===== config.mk =====
export PLATFORM = sky130hd
export DESIGN_NAME = sensor_window_tracker_flat
export DESIGN_NICKNAME = d
export VERILOG_FILES = /design/src/sv/swt_pkg.sv /design/src/sv/swt_if.sv /design/src/sv/sensor_window_tracker.sv /design/src/flat_wrapper.sv
export SDC_FILE = /design/constraint.sdc
export NUM_CORES = 2
export LEC_CHECK = 0
export ABC_AREA = 0
export BUFFER_PORTS_ARGS = -buffer_cell sky130_fd_sc_hd__buf_2
export CAP_MARGIN = 0
export CORE_ASPECT_RATIO = 1.1
export CORE_UTILIZATION = 35
export CTS_BUF_LIST = sky130_fd_sc_hd__clkbuf_16
export DETAILED_ROUTE_END_ITERATION = 8
export PLACE_DENSITY = 0.63
export SYNTH_ARGS = -nofsm -noshare
export SYNTH_HDL_FRONTEND = slang
export SYNTH_SLANG_ARGS = --single-unit

===== constraint.sdc =====
create_clock -name clock -period 19.1 [get_ports clock]
set_input_delay 1.91 -clock clock [delete_from_list [all_inputs] [get_ports clock]]
set_output_delay 1.91 -clock clock [all_outputs]
set_load 0.02 [all_outputs]

===== src/sv/swt_pkg.sv =====
// Shared types, constants and helper functions of the sensor window tracker.
package swt_pkg;

   // Signed working width: every sum of fields and margins fits with room to spare.
   localparam int SVAL_W = 16;
   typedef logic signed [SVAL_W-1:0] sval_type;

   // Largest window size the sensor supports; sizes saturate here.
   localparam int       MAX_DIM   = 4096;
   localparam sval_type MAX_DIM_S = sval_type'(MAX_DIM);

   // Gain pacing and the hold-off before a window and gain reset.
   localparam logic [7:0] GAIN_INTERVAL  = 8'd100;
   localparam logic [7:0] RESET_HOLDOFF  = 8'd25;
   localparam logic [7:0] FRAMES_SAT     = 8'd255;

   // Register file geometry.
   localparam int CSR_ADDR_W = 5;
   localparam int CSR_DATA_W = 32;

   typedef enum logic [2:0] {
      REG_MARGIN_ROWS      = 3'd0,
      REG_MARGIN_COLS      = 3'd1,
      REG_MOVE_SLACK_ROWS  = 3'd2,
      REG_MOVE_SLACK_COLS  = 3'd3,
      REG_MIN_ROWS         = 3'd4,
      REG_MIN_COLS         = 3'd5,
      REG_HOME_OFFSET_ROWS = 3'd6,
      REG_HOME_ROWS        = 3'd7
   } cfg_index_type;

   localparam logic [9:0]  RST_MARGIN_ROWS      = 10'd20;
   localparam logic [9:0]  RST_MARGIN_COLS      = 10'd20;
   localparam logic [9:0]  RST_MOVE_SLACK_ROWS  = 10'd10;
   localparam logic [9:0]  RST_MOVE_SLACK_COLS  = 10'd10;
   localparam logic [12:0] RST_MIN_ROWS         = 13'd200;
   localparam logic [12:0] RST_MIN_COLS         = 13'd400;
   localparam logic [11:0] RST_HOME_OFFSET_ROWS = 12'd0;
   localparam logic [12:0] RST_HOME_ROWS        = 13'd4096;

   // One input word: the frame's parse outcome, feature limits and current window.
   typedef struct packed {
      logic        parse_ok;
      logic        history_present;
      logic [11:0] feature_top;
      logic [11:0] feature_bottom;
      logic [11:0] cur_row_offset;
      logic [12:0] cur_rows;
      logic [11:0] cur_col_offset;
      logic [12:0] cur_cols;
      logic [12:0] full_cols;
      logic [12:0] edge_left;
      logic [12:0] edge_right;
      logic        gain_hint;
   } req_word_type;

   // One result word: window commands, the pending crop and gain decisions.
   typedef struct packed {
      logic        set_vertical;
      logic [11:0] new_row_offset;
      logic [12:0] new_rows;
      logic        crop_pending;
      logic [11:0] crop_col_offset;
      logic [12:0] crop_cols;
      logic        apply_gain;
      logic        reset_window_gain;
   } rsp_word_type;

   function automatic sval_type abs_s(input sval_type a);
      return (a < 0) ? -a : a;
   endfunction

   function automatic sval_type min_s(input sval_type a, input sval_type b);
      return (a < b) ? a : b;
   endfunction

   function automatic sval_type max_s(input sval_type a, input sval_type b);
      return (a > b) ? a : b;
   endfunction

   // A programmed minimum of zero acts as one; minimums saturate at the sensor size.
   function automatic sval_type eff_min(input logic [12:0] v);
      sval_type m;
      m = sval_type'(v);
      if (m < sval_type'(1)) begin
         m = sval_type'(1);
      end
      return min_s(m, MAX_DIM_S);
   endfunction

endpackage


===== src/sv/swt_if.sv =====
// Valid/ready channel interfaces for the request and response words.
interface swt_req_if import swt_pkg::*; ();
   logic         valid;
   logic         ready;
   req_word_type data;

   modport source (output valid, output data, input ready);
   modport sink   (input valid, input data, output ready);
endinterface

interface swt_rsp_if import swt_pkg::*; ();
   logic         valid;
   logic         ready;
   rsp_word_type data;

   modport source (output valid, output data, input ready);
   modport sink   (input valid, input data, output ready);
endinterface


===== src/sv/sensor_window_tracker.sv =====
// Top level of the sensor window tracker: input stage, window logic and result stage.
//
// The tracker takes one word per camera frame and answers with exactly one result word.
// An accepted word waits in an input register until the result register can take a word;
// then the window logic evaluates it against the pending vertical and horizontal requests
// and the gain counter, updates that state and loads the result register, from which the
// result word is offered on the response channel. A new word can be taken in every cycle
// while results are taken, so the sustained rate is one word per cycle. That figure is set
// by the state update loop in the window logic stage, whose registers are updated as each
// word leaves the input register, so the next word always sees the state left by the
// previous one. While a finished result waits to be taken, the input register can still
// take one more word; after that the request channel holds ready low until the result is
// taken. The eight setup registers sit on an APB-style port at byte addresses 4*i; they
// should be written only while no word is in flight.
module sensor_window_tracker import swt_pkg::*; (
   input  logic                  clock,
   input  logic                  reset,
   swt_req_if.sink               req_chan,
   swt_rsp_if.source             rsp_chan,
   input  logic                  psel,
   input  logic                  penable,
   input  logic                  pwrite,
   input  logic [CSR_ADDR_W-1:0] paddr,
   input  logic [CSR_DATA_W-1:0] pwdata,
   output logic [CSR_DATA_W-1:0] prdata,
   output logic                  pready
);

   // ------------------------------------------------------------------
   // Setup registers.
   // ------------------------------------------------------------------
   logic [9:0]    margin_rows_ff;
   logic [9:0]    margin_cols_ff;
   logic [9:0]    move_slack_rows_ff;
   logic [9:0]    move_slack_cols_ff;
   logic [12:0]   min_rows_ff;
   logic [12:0]   min_cols_ff;
   logic [11:0]   home_offset_rows_ff;
   logic [12:0]   home_rows_ff;
   cfg_index_type csr_index;
   logic          csr_write;

   assign pready    = 1'b1;
   assign csr_index = cfg_index_type'(paddr[CSR_ADDR_W-1:2]);
   assign csr_write = psel && penable && pwrite;

   always_ff @(posedge clock) begin
      if (reset) begin
         margin_rows_ff      <= RST_MARGIN_ROWS;
         margin_cols_ff      <= RST_MARGIN_COLS;
         move_slack_rows_ff  <= RST_MOVE_SLACK_ROWS;
         move_slack_cols_ff  <= RST_MOVE_SLACK_COLS;
         min_rows_ff         <= RST_MIN_ROWS;
         min_cols_ff         <= RST_MIN_COLS;
         home_offset_rows_ff <= RST_HOME_OFFSET_ROWS;
         home_rows_ff        <= RST_HOME_ROWS;
      end else if (csr_write) begin
         unique case (csr_index)
            REG_MARGIN_ROWS:      margin_rows_ff      <= pwdata[9:0];
            REG_MARGIN_COLS:      margin_cols_ff      <= pwdata[9:0];
            REG_MOVE_SLACK_ROWS:  move_slack_rows_ff  <= pwdata[9:0];
            REG_MOVE_SLACK_COLS:  move_slack_cols_ff  <= pwdata[9:0];
            REG_MIN_ROWS:         min_rows_ff         <= pwdata[12:0];
            REG_MIN_COLS:         min_cols_ff         <= pwdata[12:0];
            REG_HOME_OFFSET_ROWS: home_offset_rows_ff <= pwdata[11:0];
            REG_HOME_ROWS:        home_rows_ff        <= pwdata[12:0];
         endcase
      end
   end

   always_comb begin
      unique case (csr_index)
         REG_MARGIN_ROWS:      prdata = CSR_DATA_W'(margin_rows_ff);
         REG_MARGIN_COLS:      prdata = CSR_DATA_W'(margin_cols_ff);
         REG_MOVE_SLACK_ROWS:  prdata = CSR_DATA_W'(move_slack_rows_ff);
         REG_MOVE_SLACK_COLS:  prdata = CSR_DATA_W'(move_slack_cols_ff);
         REG_MIN_ROWS:         prdata = CSR_DATA_W'(min_rows_ff);
         REG_MIN_COLS:         prdata = CSR_DATA_W'(min_cols_ff);
         REG_HOME_OFFSET_ROWS: prdata = CSR_DATA_W'(home_offset_rows_ff);
         REG_HOME_ROWS:        prdata = CSR_DATA_W'(home_rows_ff);
      endcase
   end

   // ------------------------------------------------------------------
   // Handshake. The input register drains whenever the result register
   // can take a word, so a word may enter on every cycle.
   // ------------------------------------------------------------------
   logic         s1_valid_ff, s1_valid_in;
   req_word_type s1_word_ff;
   logic         out_valid_ff, out_valid_in;
   rsp_word_type out_word_ff, out_word_in;
   logic         advance;
   logic         fire;
   logic         accept;

   assign advance        = !out_valid_ff || rsp_chan.ready;
   assign fire           = s1_valid_ff && advance;
   assign req_chan.ready = !s1_valid_ff || advance;
   assign accept         = req_chan.valid && req_chan.ready;
   assign rsp_chan.valid = out_valid_ff;
   assign rsp_chan.data  = out_word_ff;

   assign s1_valid_in  = accept ? 1'b1 : (fire ? 1'b0 : s1_valid_ff);
   assign out_valid_in = fire ? 1'b1 : (rsp_chan.ready ? 1'b0 : out_valid_ff);

   // ------------------------------------------------------------------
   // Tracker state.
   // ------------------------------------------------------------------
   logic        vpend_valid_ff, vpend_valid_in;
   logic [11:0] vpend_offset_ff, vpend_offset_in;
   logic [12:0] vpend_rows_ff, vpend_rows_in;
   logic        hpend_valid_ff, hpend_valid_in;
   logic [11:0] hpend_offset_ff, hpend_offset_in;
   logic [12:0] hpend_cols_ff, hpend_cols_in;
   logic [7:0]  frames_since_gain_ff, frames_since_gain_in;

   // ------------------------------------------------------------------
   // Operands, widened to the signed working width.
   // ------------------------------------------------------------------
   sval_type top_s, bot_s, roff_s, rows_s, coff_s, cols_s, fullc_s;
   sval_type el_raw, er_raw, el_s, er_s;
   sval_type mr_s, mc_s, sr_s, sc_s, minr_s, minc_s;

   assign top_s   = sval_type'(s1_word_ff.feature_top);
   assign bot_s   = sval_type'(s1_word_ff.feature_bottom);
   assign roff_s  = sval_type'(s1_word_ff.cur_row_offset);
   assign rows_s  = sval_type'(s1_word_ff.cur_rows);
   assign coff_s  = sval_type'(s1_word_ff.cur_col_offset);
   assign cols_s  = sval_type'(s1_word_ff.cur_cols);
   assign fullc_s = sval_type'(s1_word_ff.full_cols);
   assign el_raw  = sval_type'(s1_word_ff.edge_left);
   assign er_raw  = sval_type'(s1_word_ff.edge_right);
   assign mr_s    = sval_type'(margin_rows_ff);
   assign mc_s    = sval_type'(margin_cols_ff);
   assign sr_s    = sval_type'(move_slack_rows_ff);
   assign sc_s    = sval_type'(move_slack_cols_ff);
   assign minr_s  = eff_min(min_rows_ff);
   assign minc_s  = eff_min(min_cols_ff);

   // Edges given in the wrong order are swapped.
   assign el_s = (el_raw > er_raw) ? er_raw : el_raw;
   assign er_s = (el_raw > er_raw) ? el_raw : er_raw;

   // ------------------------------------------------------------------
   // Vertical window. A pending request counts as applied only when both
   // offset and height show up in the frame. A short window grows about
   // its centre, half the shortfall going above the feature.
   // ------------------------------------------------------------------
   logic     v_match, v_covers, v_dev, v_short, v_changed;
   sval_type v_o0, v_h0, v_adj, v_o, v_h;

   assign v_match  = !vpend_valid_ff ||
                     ((vpend_offset_ff == s1_word_ff.cur_row_offset) &&
                      (vpend_rows_ff == s1_word_ff.cur_rows));
   assign v_covers = (rows_s == minr_s) &&
                     ((bot_s - top_s + (mr_s <<< 1)) <= minr_s) &&
                     ((roff_s + mr_s) <= top_s) &&
                     ((bot_s + mr_s) <= (roff_s + rows_s));
   assign v_dev    = (abs_s(top_s - mr_s - roff_s) > sr_s) ||
                     (abs_s(bot_s + mr_s - roff_s - rows_s) > sr_s);
   assign v_o0     = (top_s > mr_s) ? (top_s - mr_s) : '0;
   assign v_h0     = bot_s - v_o0 + mr_s;
   assign v_short  = v_h0 < minr_s;
   assign v_adj    = (minr_s - v_h0) >>> 1;
   assign v_o      = v_short ? ((v_o0 > v_adj) ? (v_o0 - v_adj) : '0) : v_o0;
   assign v_h      = min_s(v_short ? minr_s : v_h0, MAX_DIM_S);
   assign v_changed = (v_o != roff_s) || (v_h != rows_s);

   // ------------------------------------------------------------------
   // Horizontal crop. A pending request counts as applied when the width
   // alone matches. A crop narrower than the minimum is recentred on the
   // feature and clamped inside the frame.
   // ------------------------------------------------------------------
   logic     h_match, h_covers, h_dev, h_short, h_changed;
   sval_type h_nl0, h_nr, h_ext, h_w0, h_cw, h_ctr, h_ml, h_cl, h_nl, h_w;

   assign h_match  = !hpend_valid_ff || (hpend_cols_ff == s1_word_ff.cur_cols);
   assign h_covers = (cols_s == minc_s) &&
                     ((er_s - el_s + (mc_s <<< 1)) <= minc_s) &&
                     ((coff_s + mc_s) <= el_s) &&
                     ((er_s + mc_s) <= (coff_s + cols_s));
   assign h_dev    = (abs_s(el_s - mc_s - coff_s) > sc_s) ||
                     (abs_s(er_s + mc_s - coff_s - cols_s) > sc_s);
   assign h_nl0    = max_s('0, el_s - mc_s);
   assign h_nr     = min_s(fullc_s, er_s + mc_s);
   assign h_ext    = max_s('0, h_nr - h_nl0);
   assign h_w0     = min_s(max_s(minc_s, h_ext), max_s('0, fullc_s - h_nl0));
   assign h_short  = h_w0 < minc_s;
   assign h_cw     = min_s(minc_s, fullc_s);
   assign h_ctr    = (el_s + er_s) >>> 1;
   assign h_ml     = max_s('0, fullc_s - h_cw);
   assign h_cl     = min_s(max_s('0, h_ctr - (h_cw >>> 1)), h_ml);
   assign h_nl     = h_short ? h_cl : h_nl0;
   assign h_w      = min_s(h_short ? h_cw : h_w0, MAX_DIM_S);
   assign h_changed = (h_nl != coff_s) || (h_w != cols_s);

   // ------------------------------------------------------------------
   // Gain pacing: successful frames are counted, saturating.
   // ------------------------------------------------------------------
   logic [7:0] frames_inc;
   logic       set_v, gain, rst_home;

   assign frames_inc = (frames_since_gain_ff == FRAMES_SAT) ? frames_since_gain_ff
                                                            : frames_since_gain_ff + 8'd1;

   always_comb begin
      set_v                = 1'b0;
      gain                 = 1'b0;
      rst_home             = 1'b0;
      vpend_valid_in       = vpend_valid_ff;
      vpend_offset_in      = vpend_offset_ff;
      vpend_rows_in        = vpend_rows_ff;
      hpend_valid_in       = hpend_valid_ff;
      hpend_offset_in      = hpend_offset_ff;
      hpend_cols_in        = hpend_cols_ff;
      frames_since_gain_in = frames_since_gain_ff;
      if (fire) begin
         if (s1_word_ff.parse_ok) begin
            if (v_match) begin
               if (!v_covers && v_dev) begin
                  // A window equal to the current one leaves the request alone.
                  if (v_changed) begin
                     vpend_valid_in  = 1'b1;
                     vpend_offset_in = v_o[11:0];
                     vpend_rows_in   = v_h[12:0];
                     set_v           = 1'b1;
                  end
               end else begin
                  vpend_valid_in = 1'b0;
               end
            end
            if (h_match) begin
               hpend_valid_in = 1'b0;
               if (!h_covers && h_dev && h_changed) begin
                  hpend_valid_in  = 1'b1;
                  hpend_offset_in = h_nl[11:0];
                  hpend_cols_in   = h_w[12:0];
               end
            end
            if ((frames_inc > GAIN_INTERVAL) && s1_word_ff.gain_hint) begin
               gain                 = 1'b1;
               frames_since_gain_in = '0;
            end else begin
               frames_since_gain_in = frames_inc;
            end
         end else if (!s1_word_ff.history_present) begin
            // Lost track with no history: send the window and gain home.
            if (!vpend_valid_ff && (s1_word_ff.cur_row_offset != '0) &&
                (frames_since_gain_ff > RESET_HOLDOFF)) begin
               rst_home        = 1'b1;
               vpend_valid_in  = 1'b1;
               vpend_offset_in = home_offset_rows_ff;
               vpend_rows_in   = home_rows_ff;
            end
         end
      end
   end

   always_comb begin
      out_word_in.set_vertical      = set_v;
      out_word_in.new_row_offset    = set_v ? v_o[11:0] : '0;
      out_word_in.new_rows          = set_v ? v_h[12:0] : '0;
      out_word_in.crop_pending      = hpend_valid_in;
      out_word_in.crop_col_offset   = hpend_valid_in ? hpend_offset_in : '0;
      out_word_in.crop_cols         = hpend_valid_in ? hpend_cols_in : '0;
      out_word_in.apply_gain        = gain;
      out_word_in.reset_window_gain = rst_home;
   end

   // ------------------------------------------------------------------
   // Registers.
   // ------------------------------------------------------------------
   always_ff @(posedge clock) begin
      if (reset) begin
         s1_valid_ff          <= 1'b0;
         out_valid_ff         <= 1'b0;
         vpend_valid_ff       <= 1'b0;
         vpend_offset_ff      <= '0;
         vpend_rows_ff        <= '0;
         hpend_valid_ff       <= 1'b0;
         hpend_offset_ff      <= '0;
         hpend_cols_ff        <= '0;
         frames_since_gain_ff <= '0;
      end else begin
         s1_valid_ff          <= s1_valid_in;
         out_valid_ff         <= out_valid_in;
         vpend_valid_ff       <= vpend_valid_in;
         vpend_offset_ff      <= vpend_offset_in;
         vpend_rows_ff        <= vpend_rows_in;
         hpend_valid_ff       <= hpend_valid_in;
         hpend_offset_ff      <= hpend_offset_in;
         hpend_cols_ff        <= hpend_cols_in;
         frames_since_gain_ff <= frames_since_gain_in;
      end
   end

   always_ff @(posedge clock) begin
      if (accept) begin
         s1_word_ff <= req_chan.data;
      end
      if (fire) begin
         out_word_ff <= out_word_in;
      end
   end

   // ------------------------------------------------------------------
   // Assertions.
   // ------------------------------------------------------------------
   // Window commands and gain changes come from successful frames, a home reset only
   // from a failed one.
   a_setv_vs_home: assert property (@(posedge clock) disable iff (reset)
      rsp_chan.valid |-> !(rsp_chan.data.set_vertical && rsp_chan.data.reset_window_gain))
      else $error("vertical command and home reset in the same word");

   a_gain_vs_home: assert property (@(posedge clock) disable iff (reset)
      rsp_chan.valid |-> !(rsp_chan.data.apply_gain && rsp_chan.data.reset_window_gain))
      else $error("gain change and home reset in the same word");

   // Without a pending crop the crop fields read as zero.
   a_crop_zero: assert property (@(posedge clock) disable iff (reset)
      (rsp_chan.valid && !rsp_chan.data.crop_pending) |->
      ((rsp_chan.data.crop_col_offset == '0) && (rsp_chan.data.crop_cols == '0)))
      else $error("crop fields set without a pending crop");

   // A commanded vertical window is remembered as pending.
   a_setv_pends: assert property (@(posedge clock) disable iff (reset)
      (fire && set_v) |=> (vpend_valid_ff && (vpend_rows_ff == $past(v_h[12:0]))))
      else $error("vertical command not recorded as pending");

   // Applying gain restarts the pacing count.
   a_gain_clears: assert property (@(posedge clock) disable iff (reset)
      (fire && gain) |=> (frames_since_gain_ff == '0))
      else $error("gain pacing counter not cleared");

endmodule


===== src/flat_wrapper.sv =====
// flat-port wrapper written by rule: the top's interface ports become plain ports
module sensor_window_tracker_flat import swt_pkg::*;
  (clock, reset, psel, penable, pwrite, paddr, pwdata, prdata, pready, req_chan_valid, req_chan_data, req_chan_ready, rsp_chan_valid, rsp_chan_data, rsp_chan_ready);
  swt_req_if req_chan_i ();
  swt_rsp_if rsp_chan_i ();
  input  logic clock;
  input  logic reset;
  input  logic psel;
  input  logic penable;
  input  logic pwrite;
  input  logic [CSR_ADDR_W-1:0] paddr;
  input  logic [CSR_DATA_W-1:0] pwdata;
  output logic [CSR_DATA_W-1:0] prdata;
  output logic pready;
  input wire logic [$bits(req_chan_i.valid)-1:0] req_chan_valid;
  input wire logic [$bits(req_chan_i.data)-1:0] req_chan_data;
  output wire logic [$bits(req_chan_i.ready)-1:0] req_chan_ready;
  output wire logic [$bits(rsp_chan_i.valid)-1:0] rsp_chan_valid;
  output wire logic [$bits(rsp_chan_i.data)-1:0] rsp_chan_data;
  input wire logic [$bits(rsp_chan_i.ready)-1:0] rsp_chan_ready;
  assign req_chan_i.valid = req_chan_valid;
  assign req_chan_i.data = req_chan_data;
  assign req_chan_ready = req_chan_i.ready;
  assign rsp_chan_valid = rsp_chan_i.valid;
  assign rsp_chan_data = rsp_chan_i.data;
  assign rsp_chan_i.ready = rsp_chan_ready;
  sensor_window_tracker u_core (.clock(clock), .reset(reset), .req_chan(req_chan_i), .rsp_chan(rsp_chan_i), .psel(psel), .penable(penable), .pwrite(pwrite), .paddr(paddr), .pwdata(pwdata), .prdata(prdata), .pready(pready));
endmodule

Word level (Yosys, flattened, before mapping)
Index checks and enable logic that the tools add are counted.

storage, ports and cells
  flip-flop bits (word level) = 323
  output and inout bits = 89
  logic and storage cells = 249

operators by class
  $add $sub $neg = 33
  magnitude comparators = 37
  equality and inequality tests = 22
  muxes and demuxes = 72
  reductions and logical operators = 48

operators by type and width
  cell                                                            count
  2-to-1 mux 16 bit                                               21
  case mux 32 bit (8 select lines)                                1
  2-to-1 mux 13 bit                                               17
  2-to-1 mux 12 bit                                               10
  greater-than comparator 1 x 16 -> 1 bit (first input constant)  5
  <= comparator 16 bit                                            5
  greater-than comparator 16 x 11 -> 1 bit                        4
  < comparator 16 x 1 -> 1 bit (second input constant)            4
  < comparator 16 bit                                             4
  negation 16 bit                                                 4
  subtractor 14 x 16 -> 16 bit                                    3
  subtractor 16 x 13 -> 16 bit                                    3
  subtractor 16 bit                                               3
  adder 12 x 10 -> 13 bit                                         3
  adder 16 x 11 -> 16 bit                                         2
  adder 16 x 12 -> 16 bit                                         2
  == test 14 x 16 -> 1 bit                                        2
  < comparator 16 x 14 -> 1 bit (second input constant)           2
  != test 16 x 13 -> 1 bit                                        2
  != test 16 x 14 -> 1 bit                                        2
  subtractor 16 x 14 -> 16 bit                                    2
  adder 12 x 13 -> 14 bit                                         2
  == test 13 bit                                                  2
  < comparator 13 x 1 -> 1 bit (second input constant)            2
  38 further kinds                                                105

Longest topological paths before layout
  depth in word-level cells = 23
  gate-level depth with buffers = 82
  depth with buffers taken out = 75

Worst setup path before layout
OpenSTA, ideal clock, no wires.

  path type = reg-to-reg
  start point = reg u_core.s1_word_ff, in the netlist u_core.el_raw[2]
  end point = reg u_core.hpend_cols_ff[0]
  setup time = 0.123 ns
  arrival time = 18.054 ns
  slack = 0.923 ns
  cell stages (with the launch flop) = 77
  path buffers = 7
  cells stage by stage = edfxtp_1 ha_1 a211oi_1 o221ai_1 a221oi_1 o21ai_1 nand2_1 clkbuf_1 mux2_2 fa_1 inv_1 ha_1 a21o_1 a21o_1 a21o_1 a21o_1 a21o_1 a21o_1 [41 not listed] nor2b_1 o21ai_0 or4b_2 o21ai_0 ha_1 clkbuf_1 clkinv_1 a31o_2 a31oi_1 o2111ai_1 a311o_1 or4b_1 or4_1 or4_4 nor4_4 a31o_4 buf_6 mux2_1

on the way
  longest elaborated chain between the ends = 23
  elaborated cells between the ends (all ways) = 60

RTL lines
  what                                                                                             line                                                        RTL
  start: declaration                                                                               sensor_window_tracker.sv:89                                 req_word_type s1_word_ff;
  start signal: assignment                                                                         sensor_window_tracker.sv:299                                s1_word_ff <= req_chan.data;
  greater-than comparator 13 bit                                                                   sensor_window_tracker.sv:141, sensor_window_tracker.sv:142
  2-to-1 mux 13 bit (on tied branches)                                                             sensor_window_tracker.sv:142, sensor_window_tracker.sv:141
  adder 16 x 11 -> 16 bit / subtractor 16 x 11 -> 16 bit (equally long branches)                   -
  < comparator 14 x 16 -> 1 bit / greater-than comparator 1 x 16 -> 1 bit (equally long branches)  swt_pkg.sv:74, swt_pkg.sv:78
  2-to-1 mux 16 bit (on tied branches)                                                             swt_pkg.sv:74, swt_pkg.sv:78
  subtractor 16 bit                                                                                sensor_window_tracker.sv:186                                assign h_ext = max_s('0, h_nr - h_nl0);
  greater-than comparator 1 x 16 -> 1 bit                                                          swt_pkg.sv:78                                               return (a > b) ? a : b;
  2-to-1 mux 16 bit                                                                                swt_pkg.sv:78
  [7 not listed]                                                                                   -
  2-to-1 mux 16 bit                                                                                swt_pkg.sv:74                                               return (a < b) ? a : b;
  != test 16 x 14 -> 1 bit                                                                         sensor_window_tracker.sv:195                                assign h_changed = (h_nl != coff_s) || (h_w != cols_s);
  logical OR 1 bit                                                                                 sensor_window_tracker.sv:195
  logical AND 1 bit                                                                                sensor_window_tracker.sv:234                                if (!h_covers && h_dev && h_changed) begin
  2-to-1 mux 13 bit (*)                                                                            sensor_window_tracker.sv:234
  2-to-1 mux 13 bit (*)                                                                            sensor_window_tracker.sv:232                                if (h_match) begin
  2-to-1 mux 13 bit (*)                                                                            sensor_window_tracker.sv:218                                if (s1_word_ff.parse_ok) begin
  2-to-1 mux 13 bit (*)                                                                            sensor_window_tracker.sv:217                                if (fire) begin
  end signal: assignment                                                                           sensor_window_tracker.sv:292                                hpend_cols_ff <= hpend_cols_in;
  end: declaration                                                                                 sensor_window_tracker.sv:114                                logic [12:0] hpend_cols_ff, hpend_cols_in;

Mark *: on every way between the ends. The rest lies on a longest branch, timed or not.
A chain may end at the register's enable or synchronous reset.

Final worst setup path
  start point = reg u_core.s1_word_ff, in the netlist u_core.el_raw[4]
  end point = reg u_core.hpend_offset_ff[7]

on the way
  longest elaborated chain between the ends = 23
  elaborated cells between the ends (all ways) = 60

RTL lines
  what                                                                                             line                                                        RTL
  greater-than comparator 13 bit                                                                   sensor_window_tracker.sv:141, sensor_window_tracker.sv:142
  2-to-1 mux 13 bit (on tied branches)                                                             sensor_window_tracker.sv:142, sensor_window_tracker.sv:141
  adder 16 x 11 -> 16 bit / subtractor 16 x 11 -> 16 bit (equally long branches)                   -
  < comparator 14 x 16 -> 1 bit / greater-than comparator 1 x 16 -> 1 bit (equally long branches)  swt_pkg.sv:74, swt_pkg.sv:78
  2-to-1 mux 16 bit (on tied branches)                                                             swt_pkg.sv:74, swt_pkg.sv:78
  subtractor 16 bit                                                                                sensor_window_tracker.sv:186
  greater-than comparator 1 x 16 -> 1 bit                                                          swt_pkg.sv:78
  2-to-1 mux 16 bit                                                                                swt_pkg.sv:78
  [7 not listed]                                                                                   -
  2-to-1 mux 16 bit                                                                                swt_pkg.sv:74
  != test 16 x 14 -> 1 bit                                                                         sensor_window_tracker.sv:195
  logical OR 1 bit                                                                                 sensor_window_tracker.sv:195
  logical AND 1 bit                                                                                sensor_window_tracker.sv:234
  2-to-1 mux 12 bit (*)                                                                            sensor_window_tracker.sv:234
  2-to-1 mux 12 bit (*)                                                                            sensor_window_tracker.sv:232
  2-to-1 mux 12 bit (*)                                                                            sensor_window_tracker.sv:218
  2-to-1 mux 12 bit (*)                                                                            sensor_window_tracker.sv:217
  end signal: assignment                                                                           sensor_window_tracker.sv:291                                hpend_offset_ff <= hpend_offset_in;
  end: declaration                                                                                 sensor_window_tracker.sv:113                                logic [11:0] hpend_offset_ff, hpend_offset_in;

Marks and branches as above.

==> impl_metrics.env <==
export IMPL_run_status="finished, final reports clean"
export IMPL_worstRegToRegCells=73
export IMPL_start_kind="flip-flop"
export IMPL_critPathCaptureType="flip-flop"
export IMPL_synthesized_area_per_cell_um2=8.13
export IMPL_fp_dieH_um=348
export IMPL_postSynth_asyncResetShare_pct=0
export IMPL_grt_pass1_wl_um=213000
export IMPL_sw_frac_of_total_pct=50.2
export IMPL_drive_gt1_share_pct=9.51
export IMPL_slew_limit_headroom_pct=17.3
export IMPL_worstHoldPathType="reg2reg"
export IMPL_wl_per_cell_um=23.2
export IMPL_netSwitchingPower_mw=2.46
export IMPL_drv_slew=0
export IMPL_dp_hpwl_um=120000
export IMPL_dr_total_vias=36400
export IMPL_antenna_violations_before_repair=9
export IMPL_power_frac_comb_pct=67.5
export IMPL_yosys_cell_types=100
export IMPL_cellPowerDensity_nw_per_um2=116
export IMPL_worst_setup_timing_slack_at_the_placement_stage_ns=0.313
export IMPL_grt_pass1_vias=34100
export IMPL_routed_wl_um=147000
export IMPL_clkLatencyLatePin_ns=0.61
export IMPL_start_util_pct=35.4
export IMPL_cts_buffers=40
export IMPL_die_area_um2=110000
export IMPL_cpMaxStageDelayCell="sky130_fd_sc_hd__or4_1"
export IMPL_vdd_drop_max_mv=0.0848
export IMPL_cts_hold_repair_buffers=0
export IMPL_clockPowerShare_pct=15.4
export IMPL_synthesis_yosys_warnings=0
export IMPL_ys_top_cells_by_area="sky130_fd_sc_hd__ha_1 18%, sky130_fd_sc_hd__edfxtp_1 13%, sky130_fd_sc_hd__dfxtp_1 8.1%, sky130_fd_sc_hd__xnor2_1 5.0%, sky130_fd_sc_hd__a21oi_1 4.7%"
export IMPL_endpoint_of_the_worst_hold_path="u_core.move_slack_rows_ff[5]"
export IMPL_number_of_enable_type_register_cells_in_the_synthesized_netlist=170
export IMPL_total_overflow_reported_by_the_global_router=0
export IMPL_gp_congestion=1.06
export IMPL_dpl_cell_count=6245
export IMPL_pin_count=249
export IMPL_fmaxAchievable_ghz=0.0545
export IMPL_yosys_area_top_type_share_pct=17.7
export IMPL_worstReg2RegStart="u_core.el_raw[4]"
export IMPL_setup_tns_final_ns=0
export IMPL_layout_worst_path_cycle_share_pct=96.1
export IMPL_drt_initial_drc_count=2967
export IMPL_maximum_number_of_pins_on_one_net_before_global_route_repair=103
export IMPL_seq_area_frac_synth_pct=21.5
export IMPL_diodes=0
export IMPL_cts_sinks=323
export IMPL_yosys_register_bits=323
export IMPL_cts_root_buffer="sky130_fd_sc_hd__clkbuf_16"
export IMPL_power_share_sequential_pct=17.1
export IMPL_fillerInstances=11100
export IMPL_worst_r2r_endpoint="u_core.hpend_offset_ff[7]"
export IMPL_portBuffers=207
export IMPL_critical_path_arrival_ns=18.84
export IMPL_number_of_nets_at_the_end_of_the_flow=5631
export IMPL_netlist_top_cell_by_area="sky130_fd_sc_hd__ha_1"
export IMPL_floorplan_rows=126
export IMPL_skew_ns=0.0286
export IMPL_layout_area_overhead_vs_synth_pct=11.2
export IMPL_clkTransAtPathRegs_ns=0.06
export IMPL_synth_flop_cell="sky130_fd_sc_hd__edfxtp_1"
export IMPL_setup_viol=0
export IMPL_post_route_drc_count=0
export IMPL_cts_tree="done"
export IMPL_coreArea_um2=108000
export IMPL_worst_slew_pin_slew_ns=1.23
export IMPL_clock_path_buffers=3
export IMPL_chipWidth_um=316
export IMPL_type_of_the_setup_path_with_the_least_slack="reg2reg"
export IMPL_grt_setup_unrepaired="false"
export IMPL_timing_hold_worst_start="u_core.move_slack_rows_ff[5]"
export IMPL_cap_viol_max_count=0
export IMPL_internal_pwr_total_mw=2.44
export IMPL_cp_slowest_stage_delay_ns=0.61
export IMPL_finalHoldViolCount=0
export IMPL_worst_path_max_fanout=42
export IMPL_power_static_leakage_nw=18.7
export IMPL_ctsHtreeMaxLevel=2
export IMPL_ant_nets=0
export IMPL_r2r_slack_ns=0.74
export IMPL_timing_hold_worst_path_depth=2
export IMPL_netlist_instances=4676
export IMPL_timing_critical_path_required_ns=19.59
export IMPL_worst_slack_ns=0.741
export IMPL_drtPass1Iterations=7
export IMPL_finalWorstPathRequiredPeriod_ns=18.36
export IMPL_final_instance_count_excl_fill=6319
export IMPL_netlist_area_um2=38000
export IMPL_drt_vias_per_instance=5.76
export IMPL_grt_util_all_layers_pct=25.9
[kinds of logic after synthesis]
family                     share of synthesized area (%)
AOI/OAI and AO/OA                                   22.0
xor gates and xnor gates                            7.00
adders and majority gates                           20.6
buffers and inverters                               6.36
DFF                                                 21.5
muxes                                               4.24
other                                             0.0198
and+or+nand+nor                                     18.3
[cells in the mapped netlist, types with 85 or more instances]
master and n:
sky130_fd_sc_hd__nor3_1 101, sky130_fd_sc_hd__a21oi_1 358, sky130_fd_sc_hd__dfxtp_1 153, sky130_fd_sc_hd__ha_1 538, sky130_fd_sc_hd__clkbuf_1 115, sky130_fd_sc_hd__nor2b_1 115, sky130_fd_sc_hd__a21o_1 92, sky130_fd_sc_hd__nor2_1 382
sky130_fd_sc_hd__edfxtp_1 170, sky130_fd_sc_hd__inv_1 451, sky130_fd_sc_hd__mux2i_1 98, sky130_fd_sc_hd__o21a_1 85, sky130_fd_sc_hd__xor2_1 86, sky130_fd_sc_hd__o21ai_0 206, sky130_fd_sc_hd__xnor2_1 218, sky130_fd_sc_hd__nand2_1 371
[worst max-delay path, delay by kind of cell, from the launching register on]
kind / cells / cell delay, ns
AOI/OAI and AO/OA: 30 / 6.03
xor gates and xnor gates: 1 / 0.52
adders and majority gates: 12 / 3.90
buffers and inverters: 8 / 1.46
DFF: 1 / 0.43
muxes: 2 / 0.54
and+or+nand+nor: 20 / 5.31
[power by group through the flow]
stage	combinational (mW)	clock, mW	sequential, mW
4_1_cts	3.20	0.775	0.837
5_1_grt	3.58	0.798	0.841
6_report	3.31	0.755	0.840
3_5_place_dp	3.18	0	0.851
2_1_floorplan	2.26	0	0.833
3_3_place_gp	3.14	0	0.851
[layout by cell type, fill, tap and decap left out, types with 33 or more instances in the layout]
cell type,synthesis,routed
sky130_fd_sc_hd__a211o_1,33,33
sky130_fd_sc_hd__a211oi_1,45,45
sky130_fd_sc_hd__a21o_1,92,92
sky130_fd_sc_hd__a21oi_1,358,357
sky130_fd_sc_hd__a31oi_1,37,35
sky130_fd_sc_hd__and2_1,36,34
sky130_fd_sc_hd__and3_1,36,36
sky130_fd_sc_hd__buf_2,5,206
sky130_fd_sc_hd__buf_4,22,84
sky130_fd_sc_hd__clkbuf_16,0,41
sky130_fd_sc_hd__dfxtp_1,153,153
sky130_fd_sc_hd__edfxtp_1,170,170
sky130_fd_sc_hd__fa_1,54,53
sky130_fd_sc_hd__ha_1,538,534
sky130_fd_sc_hd__inv_1,451,457
sky130_fd_sc_hd__mux2i_1,98,98
sky130_fd_sc_hd__nand2_1,371,370
sky130_fd_sc_hd__nand2b_1,72,72
sky130_fd_sc_hd__nand3_1,66,66
sky130_fd_sc_hd__nand4_1,56,56
sky130_fd_sc_hd__nor2_1,382,379
sky130_fd_sc_hd__nor2b_1,115,115
sky130_fd_sc_hd__nor3_1,101,100
sky130_fd_sc_hd__nor4_1,43,41
sky130_fd_sc_hd__o211ai_1,35,35
sky130_fd_sc_hd__o21a_1,85,85
sky130_fd_sc_hd__o21ai_0,206,205
sky130_fd_sc_hd__o21bai_1,61,61
sky130_fd_sc_hd__xnor2_1,218,217
sky130_fd_sc_hd__xor2_1,86,85
[how the worst max path moves through the flow]
stage,end,cells after the start,start,slack [ns]
finish,u_core.hpend_offset_ff[7],73,u_core.el_raw[4],0.74
global route,u_core.hpend_offset_ff[0],73,u_core.el_raw[4],0.01
CTS,u_core.hpend_offset_ff[0],72,u_core.el_raw[2],0.27
detailed placement,u_core.hpend_offset_ff[0],72,u_core.el_raw[2],0.31
global placement,u_core.hpend_offset_ff[4],73,u_core.el_raw[2],0.55
floorplan,u_core.hpend_cols_ff[0],76,u_core.el_raw[2],0.92
[routing by layer]
metal | GRT usage [%] | share of wire (%) | vias up
met2 | 40.6 | 43 | 1668
met1 | 33.0 | 41 | 17100
met5 | 0 | 0.033 | -
met3 | 4.54 | 8.4 | 448
li1 | - | - | 17200
met4 | 15.6 | 7.2 | 8
[layout make-up]
type	instances	area [um^2]	share of cell area (%)
repair buffers	292	1690	4.00
inverters	455	1710	4.04
clock inverters	33	274	0.648
clock buffers	41	1030	2.43
flip-flops and latches	323	8170	19.3
well taps	1408	1760	4.17
multi-input cells	3767	27700	65.4
[through the flow]
step | utilization, % | power (mW) | instance area [um^2] | hold WS (ns)
after global placement | 38.0 | 3.99 | 40900 | 0.442
after CTS | 39.3 | 4.81 | 42200 | 0.454
final | 39.3 | 4.90 | 42300 | 0.453
after detailed placement | 38.0 | 4.03 | 40900 | 0.446
after floorplan | - | 3.09 | 38100 | 0.436
after global routing | 39.3 | 5.22 | 42300 | 0.469
[sequential cells by signal, indices dropped and copies added, names as in the netlist, 12 cells and up]
signal	count
u_core.rsp_chan.data	54
u_core.s1_word_ff	15
u_core.cols_s	13
u_core.el_raw	13
u_core.er_raw	13
u_core.fullc_s	13
u_core.home_rows_ff	13
u_core.hpend_cols_ff	13
u_core.min_cols_ff	13
u_core.min_rows_ff	13
u_core.rows_s	13
u_core.vpend_rows_ff	13
u_core.bot_s	12
u_core.coff_s	12
u_core.home_offset_rows_ff	12
u_core.hpend_offset_ff	12
u_core.roff_s	12
u_core.vpend_offset_ff	12
[what timing repair did]
| item | CTS | global route |
|---|---|---|
| buffers inserted | 0 | 0 |
| gates resized for setup | 0 | 17 |
| endpoints found under the setup margin | 0 | 52 |
(Power assumes the default switching activity.)
